--- src/sv/id_divider_list_parser_core_defines.svh ---
// ----------------------------------------------------------------------------
// id divider list parser assertion macros
// shared assertion forms for the parser modules
// ----------------------------------------------------------------------------
`ifndef ID_DIVIDER_LIST_PARSER_CORE_DEFINES_SVH
`define ID_DIVIDER_LIST_PARSER_CORE_DEFINES_SVH

// same-cycle implication
`define IDLP_ASSERT_SAME(lbl, clk, rst_n, ante, cons) \
	lbl: assert property (@(posedge clk) disable iff (!rst_n) (ante) |-> (cons)) \
		else $error("idlp check failed");

// next-cycle implication
`define IDLP_ASSERT_NEXT(lbl, clk, rst_n, ante, cons) \
	lbl: assert property (@(posedge clk) disable iff (!rst_n) (ante) |=> (cons)) \
		else $error("idlp check failed");

`endif

--- src/sv/idlp_pkg.sv ---
// ----------------------------------------------------------------------------
// idlp_pkg
// types and constants shared by the list parser modules
// ----------------------------------------------------------------------------
package idlp_pkg;

	localparam logic [7:0] CHAR_ZERO  = 8'h30;
	localparam logic [7:0] CHAR_NINE  = 8'h39;
	localparam logic [7:0] CHAR_SLASH = 8'h2f;
	localparam logic [7:0] CHAR_COMMA = 8'h2c;

	localparam logic [1:0] KIND_ENTRY = 2'd0;
	localparam logic [1:0] KIND_OK    = 2'd1;
	localparam logic [1:0] KIND_ERROR = 2'd2;

	localparam logic [3:0]  DIGIT_BASE = 4'd10;
	localparam logic [31:0] SAT_VALUE  = 32'hffff_ffff;

	typedef enum logic [1:0] {
		CLS_DIGIT = 2'd0,
		CLS_SLASH = 2'd1,
		CLS_COMMA = 2'd2,
		CLS_OTHER = 2'd3
	} idlp_class_t;

	typedef struct packed {
		logic        is_end;
		idlp_class_t cls;
		logic [3:0]  digit;
	} idlp_token_t;

	typedef enum logic [4:0] {
		MODE_EXPECT_ID  = 5'b00001,
		MODE_IN_ID      = 5'b00010,
		MODE_EXPECT_DIV = 5'b00100,
		MODE_IN_DIV     = 5'b01000,
		MODE_ERROR      = 5'b10000
	} idlp_mode_t;

endpackage

--- src/sv/idlp_front.sv ---
// ----------------------------------------------------------------------------
// idlp_front
// classifies each incoming character into a parser token
// ----------------------------------------------------------------------------
module idlp_front
	import idlp_pkg::*;
(
	input  logic [7:0]  char_code,
	input  logic        is_end,
	output idlp_token_t token
);

	idlp_class_t cls;

	always_comb begin
		if (char_code >= CHAR_ZERO && char_code <= CHAR_NINE) begin
			cls = CLS_DIGIT;
		end else if (char_code == CHAR_SLASH) begin
			cls = CLS_SLASH;
		end else if (char_code == CHAR_COMMA) begin
			cls = CLS_COMMA;
		end else begin
			cls = CLS_OTHER;
		end
	end

	assign token.is_end = is_end;
	assign token.cls    = cls;
	assign token.digit  = 4'(char_code - CHAR_ZERO);

endmodule

--- src/sv/idlp_queue.sv ---
// ----------------------------------------------------------------------------
// idlp_queue
// short token queue between the classifier and the parser
// ----------------------------------------------------------------------------
module idlp_queue
	import idlp_pkg::*;
#(
	parameter int DEPTH = 4
) (
	input  logic        clk,
	input  logic        arst_n,
	input  logic        push,
	input  idlp_token_t push_token,
	output logic        ready,
	input  logic        pop,
	output logic        head_valid,
	output idlp_token_t head_token
);

	localparam int AW = (DEPTH > 1) ? $clog2(DEPTH) : 1;
	localparam int CW = $clog2(DEPTH + 1);

	idlp_token_t   entries_q [DEPTH];
	logic [AW-1:0] wr_ptr_q;
	logic [AW-1:0] rd_ptr_q;
	logic [CW-1:0] count_q;

	logic do_push;
	logic do_pop;

	assign ready      = (count_q != CW'(DEPTH));
	assign head_valid = (count_q != '0);
	assign head_token = entries_q[rd_ptr_q];
	assign do_push    = push && ready;
	assign do_pop     = pop && head_valid;

	always_ff @(posedge clk) begin
		if (do_push) begin
			entries_q[wr_ptr_q] <= push_token;
		end
	end

	always_ff @(posedge clk or negedge arst_n) begin
		if (!arst_n) begin
			wr_ptr_q <= '0;
			rd_ptr_q <= '0;
			count_q  <= '0;
		end else begin
			if (do_push) begin
				wr_ptr_q <= (wr_ptr_q == AW'(DEPTH - 1)) ? '0 : wr_ptr_q + AW'(1);
			end
			if (do_pop) begin
				rd_ptr_q <= (rd_ptr_q == AW'(DEPTH - 1)) ? '0 : rd_ptr_q + AW'(1);
			end
			if (do_push && !do_pop) begin
				count_q <= count_q + CW'(1);
			end else if (do_pop && !do_push) begin
				count_q <= count_q - CW'(1);
			end
		end
	end

endmodule

--- src/sv/idlp_back.sv ---
// ----------------------------------------------------------------------------
// idlp_back
// parser state machine, decimal accumulator and result register
// ----------------------------------------------------------------------------
`include "id_divider_list_parser_core_defines.svh"

module idlp_back
	import idlp_pkg::*;
#(
	parameter int MAX_ENTRIES = 128
) (
	input  logic        clk,
	input  logic        arst_n,
	input  logic        tok_valid,
	input  idlp_token_t tok,
	output logic        tok_pop,
	output logic        out_valid,
	input  logic        out_ready,
	output logic [1:0]  out_kind,
	output logic [31:0] out_id,
	output logic [31:0] out_div,
	output logic [6:0]  out_idx,
	output logic        out_last
);

	idlp_mode_t  mode_q;
	logic [31:0] acc_q;
	logic [31:0] held_q;
	logic [7:0]  count_q;
	logic        split_q;

	logic        out_valid_q;
	logic [1:0]  out_kind_q;
	logic [31:0] out_id_q;
	logic [31:0] out_div_q;
	logic [6:0]  out_idx_q;
	logic        out_last_q;

	idlp_mode_t  mode_d;
	logic [31:0] acc_d;
	logic [31:0] held_d;
	logic [7:0]  count_d;
	logic        split_d;

	logic        emit;
	logic [1:0]  emit_kind;
	logic [31:0] emit_id;
	logic [31:0] emit_div;
	logic [6:0]  emit_idx;
	logic        emit_last;
	logic        consume;

	logic        pending;
	logic [31:0] pair_id;
	logic [31:0] pair_div;
	logic [6:0]  pair_idx;
	logic [35:0] acc_wide;
	logic [31:0] acc_next;
	logic        out_free;
	logic        go;

	assign pending  = (mode_q == MODE_IN_ID) || (mode_q == MODE_EXPECT_DIV) ||
		(mode_q == MODE_IN_DIV);
	assign pair_id  = (mode_q == MODE_IN_ID) ? acc_q : held_q;
	assign pair_div = (mode_q == MODE_IN_DIV) ? acc_q : 32'd1;
	assign pair_idx = 7'(count_q - 8'd1);

	assign acc_wide = (36'(acc_q) << 3) + (36'(acc_q) << 1) + 36'(tok.digit);
	assign acc_next = (|acc_wide[35:32]) ? SAT_VALUE : acc_wide[31:0];

	always_comb begin
		mode_d    = mode_q;
		acc_d     = acc_q;
		held_d    = held_q;
		count_d   = count_q;
		split_d   = split_q;
		emit      = 1'b0;
		emit_kind = KIND_ENTRY;
		emit_id   = pair_id;
		emit_div  = pair_div;
		emit_idx  = pair_idx;
		emit_last = 1'b0;
		consume   = 1'b1;
		if (tok.is_end) begin
			emit = 1'b1;
			if (pending && !split_q) begin
				split_d = 1'b1;
				consume = 1'b0;
			end else begin
				emit_kind = (mode_q == MODE_ERROR) ? KIND_ERROR : KIND_OK;
				emit_id   = '0;
				emit_div  = '0;
				emit_idx  = '0;
				emit_last = 1'b1;
				mode_d    = MODE_EXPECT_ID;
				acc_d     = '0;
				held_d    = '0;
				count_d   = '0;
				split_d   = 1'b0;
			end
		end else if (mode_q != MODE_ERROR) begin
			case (tok.cls)
				CLS_DIGIT: begin
					if (mode_q == MODE_EXPECT_ID) begin
						if (count_q >= 8'(MAX_ENTRIES)) begin
							mode_d = MODE_ERROR;
						end else begin
							acc_d   = 32'(tok.digit);
							count_d = count_q + 8'd1;
							mode_d  = MODE_IN_ID;
						end
					end else if (mode_q == MODE_EXPECT_DIV) begin
						acc_d  = 32'(tok.digit);
						mode_d = MODE_IN_DIV;
					end else begin
						acc_d = acc_next;
					end
				end
				CLS_SLASH: begin
					if (mode_q == MODE_IN_ID) begin
						held_d = acc_q;
						acc_d  = '0;
						mode_d = MODE_EXPECT_DIV;
					end else begin
						mode_d = MODE_ERROR;
					end
				end
				CLS_COMMA: begin
					if (mode_q == MODE_IN_ID || mode_q == MODE_IN_DIV) begin
						emit   = 1'b1;
						acc_d  = '0;
						mode_d = MODE_EXPECT_ID;
					end else begin
						mode_d = MODE_ERROR;
					end
				end
				default: begin
					mode_d = MODE_ERROR;
				end
			endcase
		end
	end

	assign out_free = !out_valid_q || out_ready;
	assign go       = tok_valid && (!emit || out_free);
	assign tok_pop  = go && consume;

	always_ff @(posedge clk or negedge arst_n) begin
		if (!arst_n) begin
			mode_q      <= MODE_EXPECT_ID;
			acc_q       <= '0;
			held_q      <= '0;
			count_q     <= '0;
			split_q     <= 1'b0;
			out_valid_q <= 1'b0;
		end else begin
			if (go) begin
				mode_q  <= mode_d;
				acc_q   <= acc_d;
				held_q  <= held_d;
				count_q <= count_d;
				split_q <= split_d;
			end
			if (go && emit) begin
				out_valid_q <= 1'b1;
			end else if (out_ready) begin
				out_valid_q <= 1'b0;
			end
		end
	end

	always_ff @(posedge clk) begin
		if (go && emit) begin
			out_kind_q <= emit_kind;
			out_id_q   <= emit_id;
			out_div_q  <= emit_div;
			out_idx_q  <= emit_idx;
			out_last_q <= emit_last;
		end
	end

	assign out_valid = out_valid_q;
	assign out_kind  = out_kind_q;
	assign out_id    = out_id_q;
	assign out_div   = out_div_q;
	assign out_idx   = out_idx_q;
	assign out_last  = out_last_q;

	`IDLP_ASSERT_SAME(a_status_zero, clk, arst_n, out_valid_q && out_last_q,
		out_kind_q != KIND_ENTRY && out_id_q == '0 && out_div_q == '0)
	`IDLP_ASSERT_NEXT(a_end_clears, clk, arst_n, go && tok.is_end && consume,
		mode_q == MODE_EXPECT_ID && count_q == '0 && !split_q)
	`IDLP_ASSERT_SAME(a_split_pending, clk, arst_n, split_q, pending && tok_valid && tok.is_end)

endmodule

--- src/sv/id_divider_list_parser_core.sv ---
// ----------------------------------------------------------------------------
// id_divider_list_parser_core
// parses "id[/divider],..." character streams into (id, divider) entries
// ----------------------------------------------------------------------------
// a character passes through the token queue and then the parser step into the output register
// throughput: one character per cycle, unless the output stalls or an end marker is held
// an end marker with a pending entry is held while the parser emits the entry, then the status
// reset: asynchronous, queue empty, parser expecting an id, no result valid
module id_divider_list_parser_core
	import idlp_pkg::*;
#(
	parameter int MAX_ENTRIES = 128,
	parameter int QUEUE_DEPTH = 4
) (
	input  logic        clk,
	input  logic        arst_n,
	input  logic        s_axis_tvalid,
	output logic        s_axis_tready,
	input  logic [7:0]  s_axis_tdata,  // char_code
	input  logic        s_axis_tlast,  // action (end of list)
	output logic        m_axis_tvalid,
	input  logic        m_axis_tready,
	output logic [71:0] m_axis_tdata,  // message_id, rate_divider, entry_index, pad
	output logic [1:0]  m_axis_tuser,  // kind
	output logic        m_axis_tlast   // last
);

	idlp_token_t front_token;
	idlp_token_t head_token;
	logic        head_valid;
	logic        head_pop;
	logic [31:0] out_id;
	logic [31:0] out_div;
	logic [6:0]  out_idx;

	idlp_front u_front (
		.char_code (s_axis_tdata),
		.is_end    (s_axis_tlast),
		.token     (front_token)
	);

	idlp_queue #(
		.DEPTH (QUEUE_DEPTH)
	) u_queue (
		.clk        (clk),
		.arst_n     (arst_n),
		.push       (s_axis_tvalid),
		.push_token (front_token),
		.ready      (s_axis_tready),
		.pop        (head_pop),
		.head_valid (head_valid),
		.head_token (head_token)
	);

	idlp_back #(
		.MAX_ENTRIES (MAX_ENTRIES)
	) u_back (
		.clk       (clk),
		.arst_n    (arst_n),
		.tok_valid (head_valid),
		.tok       (head_token),
		.tok_pop   (head_pop),
		.out_valid (m_axis_tvalid),
		.out_ready (m_axis_tready),
		.out_kind  (m_axis_tuser),
		.out_id    (out_id),
		.out_div   (out_div),
		.out_idx   (out_idx),
		.out_last  (m_axis_tlast)
	);

	assign m_axis_tdata = {1'b0, out_idx, out_div, out_id};

endmodule
--- config.mk ---
export PLATFORM = sky130hd
export DESIGN_NAME = id_divider_list_parser_core
export DESIGN_NICKNAME = d
export VERILOG_FILES = /design/src/sv/idlp_pkg.sv /design/src/sv/idlp_front.sv /design/src/sv/idlp_queue.sv /design/src/sv/idlp_back.sv /design/src/sv/id_divider_list_parser_core.sv
export VERILOG_INCLUDE_DIRS = /design/src /design/src/sv
export SDC_FILE = /design/constraint.sdc
export NUM_CORES = 1
export LEC_CHECK = 0
export ABC_AREA = 1
export BUFFER_PORTS_ARGS = -buffer_cell sky130_fd_sc_hd__buf_2
export CAP_MARGIN = 40
export CORE_ASPECT_RATIO = 0.6
export CORE_MARGIN = 8
export CORE_UTILIZATION = 35
export DETAILED_ROUTE_END_ITERATION = 7
export MAX_ROUTING_LAYER = met4
export SLEW_MARGIN = 20
export SYNTH_ARGS = -nofsm -noshare
export SYNTH_HDL_FRONTEND = slang
export SYNTH_SLANG_ARGS = --single-unit
--- constraint.sdc ---
create_clock -name clk -period 11.7 [get_ports clk]
set_input_delay 0.585 -clock clk [delete_from_list [all_inputs] [get_ports clk]]
set_output_delay 0.585 -clock clk [all_outputs]
set_load 0.02 [all_outputs]
**After elaboration in Yosys (flattened, before gate mapping)**

Memory sizes are Yosys's and may differ from the RTL's.
Cells that the tools add are included.

- Logic and storage cells: 137
- Memories kept: 1
- Bits in writable memories: 28
- Flip-flop bits (word level): 160
- Output and inout port bits: 77
- Input bits: 13

- Order comparisons: 3
- $add $sub $neg: 9
- Equal/unequal tests: 19
- Reduce and logical (&&, ||, !) cells: 35
- Mux-type cells: 55
- Bitwise logic cells: 1

Memory list:

| name | depth | width | read ports | clocked after Yosys merged registers in | write ports | line | source |
|---|---|---|---|---|---|---|---|
| u_queue.entries_q | 4 | 7 | 1 | 0 | 1 | idlp_queue.sv:23 | `idlp_token_t entries_q [DEPTH];` |

Operators with widths:

| cell | count |
|---|---|
| $mux 32 | 18 |
| $pmux 32 s3 | 1 |
| $mux 8 | 6 |
| $mux 5 | 8 |
| $add 35x33->36 | 1 |
| $add 36x4->36 | 1 |
| $eq 8x6->1 const B | 2 |
| $pmux 5 s3 | 1 |
| $mux 7 | 2 |
| $mux 1 | 12 |
| $reduce_bool 2->1 | 6 |
| $mux 2 | 5 |
| $logic_and 1x1->1 | 9 |
| $add 8x1->8 const B | 1 |
| $ge 8x6->1 const B | 1 |
| $ge 8x8->1 const B | 1 |
| $le 8x6->1 const B | 1 |
| $reduce_and 4->1 | 2 |
| $reduce_and 7->1 | 1 |
| $sub 7x1->7 const B | 1 |
| $eq 2x2->1 const B | 3 |
| $mux 3 | 2 |
| $ne 3x2->1 const B | 2 |
| $reduce_and 6->1 | 1 |
| 24 further kinds | 34 |

**Depth between registers and ports, before layout**

Gate-level depths: netlist (run 1).

- Word-level depth: 14
- Depth in mapped cells: 24
- Gate-level depth less buffers: 22

**Modules after synthesis**

Synthesis (run 1) repeated with hierarchy kept, for this count alone.

- Cells, all modules: 1420
- Area, all modules: 11607.4 um^2

Modules (own cells, without submodules):

| module | times used | area each (um^2) | seq. area each (um^2) | cells each |
|---|---|---|---|---|
| idlp_back | 1 | 9885.7 | 4200.3 | 1253 |
| idlp_queue | 1 | 1592.8 | 1016.0 | 140 |
| idlp_front | 1 | 117.6 | 0.0 | 25 |
| id_divider_list_parser_core | 1 | 11.3 | 0.0 | 2 |

**Worst setup path before layout (run 1)**

No wires, ideal clock.

- Path kind: register to register
- Start point: register u_queue.rd_ptr_q[0]
- End point: register u_back.out_div_q[0], in the netlist u_back.out_div[0], enable pin
- Library setup time: 428 ps
- Period minus slack after synthesis: 3727 ps
- Data arrival time: 3299 ps
- Setup slack: 7973 ps
- Path buffers: 1
- Cell stages (with the launch flop): 14
- Required time: 11272 ps
- Path through: dfrtp_1 -> inv_2 -> clkbuf_1 -> nand2_1 -> a32oi_1 -> inv_1 -> ha_1 -> nand2_1 -> nand2_2 -> nand2_2 -> nand2_4 -> inv_1 -> nand2_1 -> inv_1

- Longest elaborated chain between the ends: 9

RTL lines:

| element | line | source |
|---|---|---|
| start, declared | idlp_queue.sv:25 | `logic [AW-1:0] rd_ptr_q;` |
| start signal, assigned | idlp_queue.sv:53 | `rd_ptr_q <= (rd_ptr_q == AW'(DEPTH - 1)) ? '0 : rd_ptr_q + AW'(1);` |
| $mem_v2 4x7 * | -- |  |
| $eq 2x2->1 | idlp_back.sv:102 | `case (tok.cls)` |
| $mux 1 | idlp_back.sv:102 |  |
| $mux 1 | idlp_back.sv:101 | `end else if (mode_q != MODE_ERROR) begin` |
| $mux 1 * | idlp_back.sv:84 | `if (tok.is_end) begin` |
| $logic_not 1->1 | idlp_back.sv:145 | `assign go = tok_valid && (!emit \|\| out_free);` |
| $logic_or 1x1->1 | idlp_back.sv:145 |  |
| $logic_and 1x1->1 | idlp_back.sv:145 |  |
| $logic_and 1x1->1 * | idlp_back.sv:173 | `if (go && emit) begin` |
| end signal, assigned | idlp_back.sv:176 | `out_div_q <= emit_div;` |
| end, declared | idlp_back.sv:35 | `logic [31:0] out_div_q;` |

Every way passes the cells marked *; elsewhere a longest branch is shown, timed or not.
A chain may end at the register's enable or synchronous reset.

**Final worst setup path (run 1)**

- Start point: register u_queue.rd_ptr_q[0]
- End point: register u_back.acc_q[16]

- Longest elaborated chain between the ends: 9
- Elaborated cells between the ends (all ways): 25
- Those cells by class: add/sub (1); eq/ne (6); mux (9); reduce/logical (8); memory (1)

RTL lines:

| element | line | source |
|---|---|---|
| $mem_v2 4x7 * | -- |  |
| $add 36x4->36 / $eq 2x2->1 (equally long branches) | idlp_back.sv:68, idlp_back.sv:102 |  |
| $reduce_or 4->1 / $mux 1 (equally long branches) | idlp_back.sv:69, idlp_back.sv:102 |  |
| $mux 32 / $mux 1 (equally long branches) | idlp_back.sv:69, idlp_back.sv:101 |  |
| $mux 32 / $mux 1 (equally long branches) | idlp_back.sv:112, idlp_back.sv:84 |  |
| $mux 32 / $logic_not 1->1 (equally long branches) | idlp_back.sv:104, idlp_back.sv:145 |  |
| $pmux 32 s3 / $logic_or 1x1->1 (equally long branches) | idlp_back.sv:102, idlp_back.sv:145 |  |
| $mux 32 / $logic_and 1x1->1 (equally long branches) | idlp_back.sv:101, idlp_back.sv:145 |  |
| $mux 32 / $reduce_and 7->1 (equally long branches) | -- |  |
| end signal, assigned | idlp_back.sv:151 | `acc_q <= '0;` |
| end signal, assigned | idlp_back.sv:159 | `acc_q <= acc_d;` |
| end, declared | idlp_back.sv:27 | `logic [31:0] acc_q;` |

Every way passes the cells marked *; elsewhere a longest branch is shown, timed or not. The select of a mux whose other input is x is not followed.

==> results of run 1 <==
worst register-to-register path, cell delays in order, from the launching register on:
cell     delay [ns]
dfrtp_1        0.66
inv_2          0.23
o21ai_0        0.20
o22ai_1        0.12
ha_1           0.29
ha_1           0.21
inv_1          0.08
fa_1           0.40
inv_1          0.07
nand2_1        0.06
nand2_1        0.14
nand3_1        0.09
nand2_1        0.13
nand2_1        0.07
nand2_1        0.13
nand2_1        0.08
nand3_1        0.07
nand2_1        0.07
nor2_2         0.48
buf_4          0.37
nand3_1        0.12
nand2_1        0.08
nand2_1        0.05
routing by layer:
layer,routed length (um),track usage (%)
met3,1696,3.826
met4,388,3.997
met2,11310,22.03
met5,0,-
met1,15760,23.16
through the flow:
step / cells / total power [mW] / cell area, um^2
after floorplan: 1450 / 2.139 / 11370
after CTS: 1959 / 3.156 / 12850
final: 1959 / 3.111 / 12850
after global routing: 1959 / 3.356 / 12850
after detailed placement: 1926 / 2.542 / 12240
after global placement: 1922 / 2.495 / 12160
synthesized netlist by cell type:
cell        n  area share (%)
nor3_2      1           0.088
o211ai_1    2            0.13
edfxtp_1  102              27
xnor2_1    18             1.4
nor3_1     16            0.70
nor2_2      2            0.11
clkbuf_1   24            0.79
a21oi_1    35             1.5
o21ai_0    66             2.9
nand3_2     3            0.26
a32oi_1     4            0.31
inv_1     194             6.4
o21ai_1    24             1.1
o21bai_1    3            0.20
nand3_4     1            0.15
a21boi_0    1           0.066
ha_1       76             8.4
dfrtp_1    85              19
conb_1      1           0.033
nand3_1    73             3.2
fa_1        3            0.53
buf_6       6            0.59
o21a_1      1           0.066
nor2_1    176             5.8
nor2_4      4            0.40
or2_1       1           0.055
a21o_1      1           0.066
buf_2      11            0.48
inv_2       3           0.099
nand4_1     9            0.50
nand2_1   469              15
buf_1       1           0.033
nand2_2     4            0.22
xor2_1     11            0.85
nand4_2     1            0.11
nor4_1      3            0.17
dfstp_2     1            0.23
o22ai_1     2            0.11
nor3b_1     1           0.066
buf_4       5            0.33
nand2_4     2            0.20
o31ai_1     4            0.26
registers in the layout (all words and copies together) (netlist names), 2 cells and up:
signal             flops
u_queue.wr_ptr_q       2
u_back.out_idx         7
u_back.out_div        32
u_queue.rd_ptr_q       2
u_back.count_q         8
u_back.out_kind        2
u_back.out_id         32
u_back.acc_q          32
u_back.held_q         32
u_back.mode_q          5
u_queue.count_q        3
u_queue.entries_q     28
final cells by class:
| type | count | area, um^2 |
|---|---|---|
| Fill cell | 3255 | 19380 |
| Sequential cell | 188 | 5216 |
| Multi-Input combinational cell | 1018 | 5172 |
| Inverter | 197 | 740.7 |
| Timing Repair Buffer | 100 | 588.1 |
| Tap cell | 424 | 530.5 |
| Clock buffer | 17 | 425.4 |
| Clock inverter | 15 | 172.7 |
report_power, final:
| group | total (mW) | switching, mW | internal [mW] |
|---|---|---|---|
| Combinational | 1.43 | 1.05 | 0.379 |
| Sequential | 1.08 | 0.0937 | 0.985 |
| Clock | 0.604 | 0.269 | 0.335 |
| Total | 3.11 | 1.41 | 1.70 |
worst paths after layout:
check | endpoint | slack (ns) | depth (start not counted)
min | u_back.out_valid$_DFFE_PN0P_ | 0.33 | 2
max in group asynchronous | u_back.acc_q[9]$_DFFE_PN0P_ | 10.18 | 4
max | u_back.acc_q[16]$_DFFE_PN0P_ | 7.38 | 22
min in group asynchronous | u_back.held_q[30]$_DFFE_PN0P_ | 0.54 | 2
max reg2reg | u_back.acc_q[16]$_DFFE_PN0P_ | 7.38 | 22
min reg2reg | u_back.count_q[5]$_DFFE_PN0P_ | 0.52 | 2
cell families (layout without fill, tap and decap cells):
kind of cell    count (synthesis)  in the layout  share of synthesized area [%]
compound gates                143            143                          6.711
xor+xnor                       29             29                          2.233
fa+ha+maj                      79             79                          8.890
buf+inv                       244            329                          8.736
flops                         188            188                          45.87
other cells                     1              1                        0.03298
simple gates                  766            766                          27.53
==> results.md, run 1 <==
* Clock period minus worst slack at roughly 4.3 ns
* Avg Inst Size Synth at 7.843 um^2
* Antenna viol nets, final at 0
* Hold_buf cts at 1
* Post-synthesis sequential area ratio at 45.87%
* Clock Root Buffer: clkbuf_16
* Arr. time, crit path at about 4.7 ns
* PwrDens at 242.2 mW/mm^2
* Std-Cell Rows at between 50 and 60
* Ant diodes at 0
* Required @ worst endpoint at about 12 ns
* Family with the most delay on the worst path: simple AND/OR/NAND/NOR gates
* Synth warn at 0
* Final-report setup violation count at 0
* Status: complete, no violations
* CTS Buf Count at 17
* Gr ovfl total at 0
* Worst-skew pair later-pin latency at approximately 0.46 ns
* Gr usage total at 15.99%
* Die height at approximately 160 um
* IO buf count at 88
* Area delta synth->final at 12.96%
* Fin crit share at between 30% and 40%
* Synth cell types at 42
* Hold WC Path Type: input pin to flip-flop
* Post-CTS Setup Bufs at 0
* Detailed Routing Iterations Pass 1 at 5
* Peak supply drop at ~0.00024 V
* Initial Util at 35.29%
* R2R Path Start: u_queue.rd_ptr_q[0]$_DFFE_PN0P_
* First-pass GRT wire length at ~49000 um
* Most common cell on crit path: nand2_1
* TNS Setup at 0 ns
* Clock sinks at 188
* Hold_sp: m_axis_tready
* Clk_skew at roughly 0.011 ns
* Clock transition at path regs at 0.07 ns
* Crit. End Element: flip-flop
* Wire length per cell at ~15 um
* Critical Path Slowest Stage Cell: dfrtp_1
* Final hold slack at about 0.33 ns
* Most frequent cells in the layout: nand2_1 (469), inv_1 (193), nor2_1 (176), edfxtp_1 (102), buf_2 (87)
* Buf/Inv on CP at 4
* CP max stage delay at between 0.6 and 0.7 ns
* Post_cts resized at 0
* Synth Register Bits at around 190
* Worst path cell trace: inv_2 -> o21ai_0 -> o22ai_1 -> ha_1 -> ha_1 -> inv_1 -> fa_1 -> inv_1 -> nand2_1 -> nand2_1 -> nand3_1 -> nand2_1 -> nand2_1 -> nand2_1 -> nand2_1 -> nand3_1 -> nand2_1 -> nor2_2 -> buf_4 -> nand3_1 -> nand2_1 -> nand2_1
* RSZ-0062 raised after global routing: no
* Setup crit start: u_queue.rd_ptr_q[0]$_DFFE_PN0P_
* Vias in the first global route at ~9200
* Final wirelength at ~30000 um
* Startpoint type of the worst setup path: flip-flop
* Dpl hpwl at 21830 um
* Final max-slew violation count at 0
* Placement Setup Slack at 7.449 ns
* Mapped Area at between 0.01 and 0.015 mm^2
* Initial antenna violation count at 0
* H-tree levels at 4
* Util after Layout at approximately 40%
* Commonest non-fill, non-tap cell in the layout: nand2_1
* Layout cell share with drive strength beyond 1 at slightly below 10%
* Synth Net Count at roughly 1500
* Die W at approximately 250 um
* MaxCap Viol Count at 0
* Critical path class: flip-flop to flip-flop
* Final hold vios at 0
* Syn Inst Count at 1450
* Worst relative slew slack at approximately 48%
* Slew @ Worst Pin at about 0.77 ns
* Via count at just over 9000
* Placer congestion estimate at around 0.95
* I/O pin total at 90
* Crit-path max FO at 20
* Clock Path Buffers at 2
* Initial DRC count at between 700 and 800
* Core ar. at 0.03222 mm^2
* Worst Slack Setup Final at ~7.4 ns
* Static Leak at approximately 6.6 nW
* NumNets Final at between 1500 and 2000
* DRC at 0
* CTS tree: built
* Fmax at ~230 MHz
* Overall die area at slightly below 0.04 mm^2
* Largest net degree at the start of global routing at 65
* Vias/cell at between 4 and 5
Note: power is estimated with default switching activity, not from simulation.
==> inputs of run 2 (changes only) <==
--- a/config.mk
+++ b/config.mk
@@ -6,7 +6,7 @@
 export SDC_FILE = /design/constraint.sdc
 export NUM_CORES = 1
 export LEC_CHECK = 0
-export ABC_AREA = 1
+export ABC_AREA = 0
 export BUFFER_PORTS_ARGS = -buffer_cell sky130_fd_sc_hd__buf_2
 export CAP_MARGIN = 40
 export CORE_ASPECT_RATIO = 0.6
==> constraint.sdc (replaced) <==
create_clock -name clk -period 3.7 [get_ports clk]
set_input_delay 0.185 -clock clk [delete_from_list [all_inputs] [get_ports clk]]
set_output_delay 0.185 -clock clk [all_outputs]
set_load 0.02 [all_outputs]
==> run 2 against run 1 <==
  * Critical endpoint is now u_back.acc_q[11]$_DFFE_PN0P_
  * Synthesized cell count is 32% lower
  * Core utilization increased by 3.8 points
  * Hold slack got worse by 0.24 ns
  * Wire length is 7.1% lower
  * Clock power grew to 3.2 times the previous value
  * Fmax is 6.7% higher
  * Die area down 8.5%
  * The flow now finishes with violations (negative setup slack)
  * Area after synthesis down 9.2%
  * First-iteration DRC count fell by 23%
  * Cell area decreased by 1.9%
==> results.md, run 2 <==
* Status: finished, violations left
* Failing checks: negative setup slack
* Complex-gate fraction of the synthesized area at 15.55% (+8.8 points)
* Largest net degree at the start of global routing at 56 (-14%)
* Hold WC Path Type: input pin to flip-flop
* Final-report setup violation count at 32 (+32)
* Post-synth top cells: nand2_1 (136), edfxtp_1 (102), dfrtp_1 (85)
* Final wirelength at 27070 um (-7.1%)
* MaxCap Viol Count at 0 (unchanged)
* Count leader, synth: nand2_1
* Synth warn at 0 (unchanged)
* Critical Path Slowest Stage Cell: mux4_2
* Wire length per cell at 17.80 um (+20%)
* Reg area at 0.005216 mm^2 (unchanged)
* Clock power frac at 22.9% (+3.5 points)
* Clock sinks at 188 (unchanged)
* Share of the synthesized area in the top cell type at 29.67% (+2.7 points)
* Gr ovfl total at 0 (unchanged)
* Startpoint type of the worst setup path: flip-flop
* Required @ worst endpoint at 4.04 ns (-8.01 ns)
* Leading area contributor after synthesis: edfxtp_1
* Util after Layout at 43.63% (+3.8 points)
* Crit-path max FO at 7 (-65%)
* WHS Path Cells at 3 (+1)
* Initial DRC count at 573 (-23%)
* Core ar. at 0.02889 mm^2 (-10%)
* Clock Root Buffer: clkbuf_16
* Synth Register Bits at 188 (unchanged)
* Placed inst area at 0.01159 mm^2 (-5.3%)
* Worst Slack Setup Final at -0.3495 ns (-7.730 ns)
* Synth Area in Adders at 9.793% (+0.90 points)
* Ant diodes at 0 (unchanged)
* Final hold vios at 0 (unchanged)
* Slew @ Worst Pin at 0.6537 ns (-0.1201 ns)
* IO buf count at 88 (unchanged)
* TNS Setup at -9.421 ns (-9.421 ns)
* Filler cell count at 2755 (-15%)
* Post-synthesis sequential area ratio at 50.53% (+4.7 points)
* Syn Inst Count at 983 (-32%)
* Critical path class: flip-flop to flip-flop
* Final max-slew violation count at 0 (unchanged)
* Async SR Flop Fraction at 45.74% (unchanged)
* Cells on worst reg2reg path at 14 (-36%)
* Layout cell share with drive strength beyond 1 at 23.28% (+13 points)
* Peak supply drop at 0.0005465 V (+130%)
* Synth cell types at 74 (+76%)
* CTS tree: built
* RSZ-0062 raised after global routing: yes
* Std-Cell Rows at 48 (-5.9%)
* Dpl hpwl at 19020 um (-13%)
* Worst relative slew slack at 55.83% (+7.5 points)
* Vias in the first global route at 7781 (-15%)
* Avg Inst Size Synth at 10.50 um^2 (+34%)
* Antenna viol nets, final at 0 (unchanged)
* Worst-skew pair later-pin latency at 0.46 ns (about the same)
* Mapped Area at 0.01032 mm^2 (-9.2%)
* Via count at 7878 (-16%)
* Fin crit share at 109.4% (+73 points)
* I/O pin total at 90 (unchanged)
* Commonest non-fill, non-tap cell in the layout: nand2_1
* Seq pwr share at 37.5% (+2.8 points)
* Synth Net Count at 1075 (-30%)
* Arr. time, crit path at 4.39 ns (-0.28 ns)
* Post-synthesis xor/xnor area fraction at 3.139% (+0.91 points)
* PwrDens at 670.1 mW/mm^2 (+180%)
* Most frequent cells in the layout: nand2_1 (136), edfxtp_1 (102), buf_2 (87), dfrtp_1 (85), ha_1 (74)
* Worst path cell trace: mux4_2 -> fa_1 -> inv_2 -> fa_2 -> nand2b_4 -> a21oi_4 -> o211ai_1 -> a31oi_2 -> a21oi_2 -> o311a_1 -> or4_4 -> buf_12 -> o21bai_1 -> a32o_1
* Family with the most delay on the worst path: compound AO/OA/AOI/OAI gates
* Post-synth top flop: edfxtp_1
* Final Cell Area at 0.01260 mm^2 (-1.9%)
* Clock period minus worst slack at 4.049 ns (-0.2702 ns)
* Initial antenna violation count at 0 (unchanged)
* Crit path depth at 14 (-36%)
* Comb power frac at 39.6% (-6.3 points)
* CTS Buf Count at 17 (unchanged)
* Clk_skew at 0.01520 ns (+0.004238 ns)
* Switch share at 40.09% (-5.3 points)
* Detailed Routing Iterations Pass 1 at 5 (unchanged)
* Multi-input logic area at 0.004999 mm^2 (-3.4%)
* First-pass GRT wire length at 43950 um (-9.5%)
* Static Leak at 5.505 nW (-17%)
* Clock transition at path regs at 0.08 ns (about the same)
* Clock Path Buffers at 2 (unchanged)
* Crit. End Element: flip-flop
* DRC at 0 (unchanged)
* Die height at 149.0 um (-4.2%)
* Mux share of post-synthesis cell area at 1.963% (+2.0 points)
* Most area-consuming cells after synthesis: edfxtp_1 (30%), dfrtp_1 (21%), ha_1 (9.2%)
* Area delta synth->final at 22.09%
* Placement Setup Slack at -0.4324 ns (-7.882 ns)
* Fmax at 246.9 MHz (+6.7%)
* Gr usage total at 16.19% (+0.20 points)
* Number of synthesized flops with an enable pin at 102 (unchanged)
* Die W at 237.7 um (-4.4%)
* Vias/cell at 5.179 (+8.5%)
* Placer congestion estimate at 0.8899 (-6.6%)
* Overall die area at 0.03543 mm^2 (-8.5%)
* H-tree levels at 4 (unchanged)
* Largest family of logic cells by synthesized area: compound AO/OA/AOI/OAI gates
* CP max stage delay at 0.54 ns (-0.12 ns)
* P_int at 5.061 mW (+200%)
* Switching power at 3.386 mW (+140%)
* Initial Util at 35.74% (+0.45 points)
* Buf/Inv on CP at 2 (-2)
* Simple-gate share of the synthesized area at 15.49% (-12 points)
* NumNets Final at 1200 (-26%)
run 2: power groups by stage:
| stage | Combinational [mW] | Clock, mW | Sequential, mW |
|---|---|---|---|
| after floorplan | 1.57 | 0 | 3.66 |
| after global placement | 3.21 | 0 | 3.20 |
| after detailed placement | 3.25 | 0 | 3.20 |
| after CTS | 3.34 | 1.99 | 3.17 |
| after global routing | 3.65 | 2.08 | 3.23 |
| final | 3.35 | 1.94 | 3.16 |
run 2: logic make-up (layout without fill, tap and decap cells):
logic type / after synthesis / in the layout
AND/OR/NAND/NOR: 339 / 339
AO/OA/AOI/OAI: 245 / 245
flip-flops: 188 / 188
buffers and inverters: 83 / 221
adder cells (fa/ha/maj): 79 / 79
XOR/XNOR: 37 / 37
multiplexers: 11 / 11
other: 1 / 1
run 2: what timing repair did:
item / in CTS / in global routing
buffers inserted: 3 / 5
hold buffers: 6 / 0
pin swaps: 12 / 9
hold endpoints to repair: 82 / 0
gates resized for setup: 46 / 32
cloned: 1 / 1
endpoints found under the setup margin: 32 / 32
run 2: area by class of cell:
type	count	share of cell area, %
Multi-Input combinational cell	712	39.66
Clock inverter	15	1.568
Timing Repair Buffer	164	9.301
Tap cell	400	3.971
Inverter	25	0.7445
Clock buffer	17	3.375
Sequential cell	188	41.38
run 2: worst paths after layout:
path,startpoint,end,slack (ns)
min in group asynchronous,arst_n,u_back.held_q[25]$_DFFE_PN0P_,0.14
setup reg to reg,u_queue.rd_ptr_q[0]$_DFFE_PN0P_,u_back.acc_q[11]$_DFFE_PN0P_,-0.35
hold reg to reg,u_back.split_q$_DFFE_PN0P_,u_back.split_q$_DFFE_PN0P_,0.50
setup / recovery,u_queue.rd_ptr_q[0]$_DFFE_PN0P_,u_back.acc_q[11]$_DFFE_PN0P_,-0.35
hold / removal,m_axis_tready,u_back.out_valid$_DFFE_PN0P_,0.08
max in group asynchronous,arst_n,u_back.acc_q[14]$_DFFE_PN0P_,2.66
run 2: tightest hold or removal path: stages:
cell,delay [ns]
buf_2,0.07
nand2b_1,0.14
o21ai_0,0.10
run 2: through the flow:
| stage | hold WS [ns] | power, mW | cells |
|---|---|---|---|
| final | 0.08493 | 8.447 | 1521 |
| after global routing | 0.1052 | 8.953 | 1521 |
| after CTS | 0.06457 | 8.500 | 1515 |
| after detailed placement | 0.08775 | 6.449 | 1473 |
| after global placement | 0.3923 | 6.410 | 1471 |
| after floorplan | -0.1106 | 5.234 | 983 |
run 2: metal layers:
layer	vias to the layer above	GRT usage, %	part of all wire, %
li1	3803	-	-
met1	3833	24.11	53
met2	221	21.79	40
met3	21	3.524	6.1
met4	0	4.033	1.1
met5	-	-	0
==> inputs of run 3 (changes only) <==
--- a/config.mk
+++ b/config.mk
@@ -11,9 +11,11 @@
 export CAP_MARGIN = 40
 export CORE_ASPECT_RATIO = 0.6
 export CORE_MARGIN = 8
-export CORE_UTILIZATION = 35
+export CORE_UTILIZATION = 50
 export DETAILED_ROUTE_END_ITERATION = 7
 export MAX_ROUTING_LAYER = met4
+export PLACE_DENSITY = 0.71
+export SKIP_CTS_REPAIR_TIMING = 1
 export SLEW_MARGIN = 20
 export SYNTH_ARGS = -nofsm -noshare
 export SYNTH_HDL_FRONTEND = slang
==> run 3 against run 2 <==
  * The run still ends with negative setup slack left
  * Cell area shrank 3.7%
  * Global-route usage grew 4.0 points
  * Largest power group unchanged
  * Critical endpoint is now u_back.acc_q[19]$_DFFE_PN0P_
  * Count of clock-buffer cells in the layout grew 4
  * Core utilization grew 17 points
  * Non-clock buffer count shrank 7
==> results.md, run 3 (same netlist as run 2, synthesis figures left out) <==
* I/O pin total at 90 (unchanged)
* Reg area at 0.005216 mm^2 (unchanged)
* Via count at 7961 (+1.1%)
* RSZ-0062 raised after global routing: yes
* Wire length per cell at 17.87 um (+0.38%)
* DRC at 0 (unchanged)
* First-pass GRT wire length at 40450 um (-8.0%)
* Overall die area at 0.02565 mm^2 (-28%)
* Final wirelength at 24780 um (-8.5%)
* Core ar. at 0.02012 mm^2 (-30%)
* Worst Slack Setup Final at -0.3718 ns (-0.02227 ns)
* Final hold slack at 0.02045 ns (-0.06448 ns)
* CTS tree: built
* TNS Setup at -10.85 ns (-1.426 ns)
* Worst relative slew slack at 43.73% (-12 points)
* Slew @ Worst Pin at 0.8363 ns (+0.1827 ns)
* Filler cell count at 1679 (-39%)
* Peak supply drop at 0.0005255 V (-3.8%)
* Clock transition at path regs at 0.07 ns (about the same)
* Dpl hpwl at 17330 um (-8.9%)
* Seq pwr share at 38.3% (+0.8 points)
* H-tree levels at 4 (unchanged)
* Clk_skew at 0.01367 ns (-0.001526 ns)
* Gr ovfl total at 0 (unchanged)
* CTS Buf Count at 17 (unchanged)
* P_int at 5.031 mW (-0.58%)
* Final-report setup violation count at 32 (unchanged)
* Initial DRC count at 718 (+25%)
* PwrDens at 684.3 mW/mm^2 (+2.1%)
* Vias/cell at 5.740 (+11%)
* Startpoint type of the worst setup path: flip-flop
* Placer congestion estimate at 0.9167 (+3.0%)
* Required @ worst endpoint at 4.01 ns (-0.03 ns)
* Most frequent cells in the layout: nand2_1 (136), edfxtp_1 (102), buf_2 (87), dfrtp_1 (85), nor2_1 (78)
* Std-Cell Rows at 40 (-17%)
* Comb power frac at 39.3% (-0.3 points)
* Commonest non-fill, non-tap cell in the layout: nand2_1
* Switch share at 39.42% (-0.67 points)
* Vias in the first global route at 7489 (-3.8%)
* Clock Path Buffers at 2 (unchanged)
* MaxCap Viol Count at 0 (unchanged)
* Final max-slew violation count at 0 (unchanged)
* Fin crit share at 110.0% (+0.60 points)
* Die height at 127.3 um (-15%)
* Hold WC Path Type: input pin to flip-flop
* Antenna viol nets, final at 0 (unchanged)
* Clock period minus worst slack at 4.072 ns (+0.02227 ns)
* Clock sinks at 188 (unchanged)
* Failing checks: negative setup slack
* Initial Util at 51.31% (+16 points)
* Final hold vios at 0 (unchanged)
* Detailed Routing Iterations Pass 1 at 5 (unchanged)
* Layout cell share with drive strength beyond 1 at 20.47% (-2.8 points)
* Die W at 201.5 um (-15%)
* Static Leak at 5.368 nW (-2.5%)
* Internal reg-to-reg setup slack at -0.37 ns (-0.02 ns)
* Ant diodes at 0 (unchanged)
* Gr usage total at 20.14% (+4.0 points)
* Initial antenna violation count at 0 (unchanged)
* Largest net degree at the start of global routing at 61 (+8.9%)
* Worst-skew pair later-pin latency at 0.45 ns (about the same)
* Critical path class: flip-flop to flip-flop
* Crit-path max FO at 19 (+12)
* NumNets Final at 1193 (-0.58%)
* Arr. time, crit path at 4.38 ns (about the same)
* Clock Root Buffer: clkbuf_16
* Switching power at 3.273 mW (-3.3%)
* IO buf count at 88 (unchanged)
* Multi-input logic area at 0.004855 mm^2 (-2.9%)
* Crit. End Element: flip-flop
* Status: finished, violations left
* Area delta synth->final at 17.56%
* Clock power frac at 22.4% (-0.5 points)
* Overall Power at 8.305 mW (-1.7%)
* Fmax at 245.6 MHz (-0.55%)
* Placement Setup Slack at -0.5506 ns (-0.1182 ns)
run 3: cell count changes in the layout (fill, tap and decap cells not counted), moves of 4 or more:
| cell | change |
|---|---|
| o21ai_0 | +19 |
| nor2_4 | -13 |
| o21ai_1 | -15 |
| o21ai_2 | -4 |
| nor2_2 | -6 |
| nor2_1 | +19 |
run 3: metrics by stage:
stage | std cells | util (%) | cell area (um^2)
finish | 1387 | 60.32 | 12140
global route | 1387 | 60.32 | 12140
CTS | 1378 | 59.41 | 11950
detailed placement | 1346 | 56.39 | 11350
global placement | 1346 | 56.39 | 11350
floorplan | 983 | - | 10370
run 3: worst paths after layout:
kind	start	cells past startpoint	end
min in group asynchronous	arst_n	2	u_queue.count_q[0]$_DFFE_PN0P_
max reg2reg	u_queue.rd_ptr_q[0]$_DFFE_PN0P_	14	u_back.acc_q[19]$_DFFE_PN0P_
max	u_queue.rd_ptr_q[0]$_DFFE_PN0P_	14	u_back.acc_q[19]$_DFFE_PN0P_
min	s_axis_tdata[1]	1	u_queue.entries_q[3][1]$_DFFE_PP_
min reg2reg	u_back.split_q$_DFFE_PN0P_	2	u_back.split_q$_DFFE_PN0P_
max in group asynchronous	arst_n	4	u_back.acc_q[13]$_DFFE_PN0P_
run 3: layout make-up:
type	instances	share of cell area, %
repair buffers	157	8.433
flip-flops and latches	188	42.98
clock inverters	11	1.031
inverters	25	0.7732
multi-input cells	712	40.00
well taps	273	2.814
clock buffers	21	3.969
run 3: critical path, stage by stage, from the launching register on:
cell	delay [ns]
dfrtp_1	0.43
mux4_2	0.55
fa_1	0.56
inv_2	0.05
fa_2	0.34
nand2b_4	0.16
a21oi_4	0.15
o211ai_1	0.11
a31oi_2	0.20
a21oi_2	0.09
o311a_1	0.35
or4_4	0.55
buf_12	0.19
nor2_1	0.11
o21ai_0	0.08
run 3: power groups by stage:
stage / clock network [mW] / registers, mW / logic, mW
detailed placement: 0 / 3.21 / 3.20
floorplan: 0 / 3.66 / 1.57
global placement: 0 / 3.20 / 3.16
finish: 1.86 / 3.18 / 3.27
CTS: 1.89 / 3.18 / 3.23
global route: 1.97 / 3.23 / 3.58
run 3: routing by layer:
layer  vias up  routed length (um)  track usage [%]  part of all wire (%)
li1       3790                   -                -                     -
met4         0                 200            4.878                  0.81
met3        17                1768            5.477                   7.1
met1      3876               12900            30.53                    52
met2       278                9914            25.90                    40
met5         -                   0                -                     0
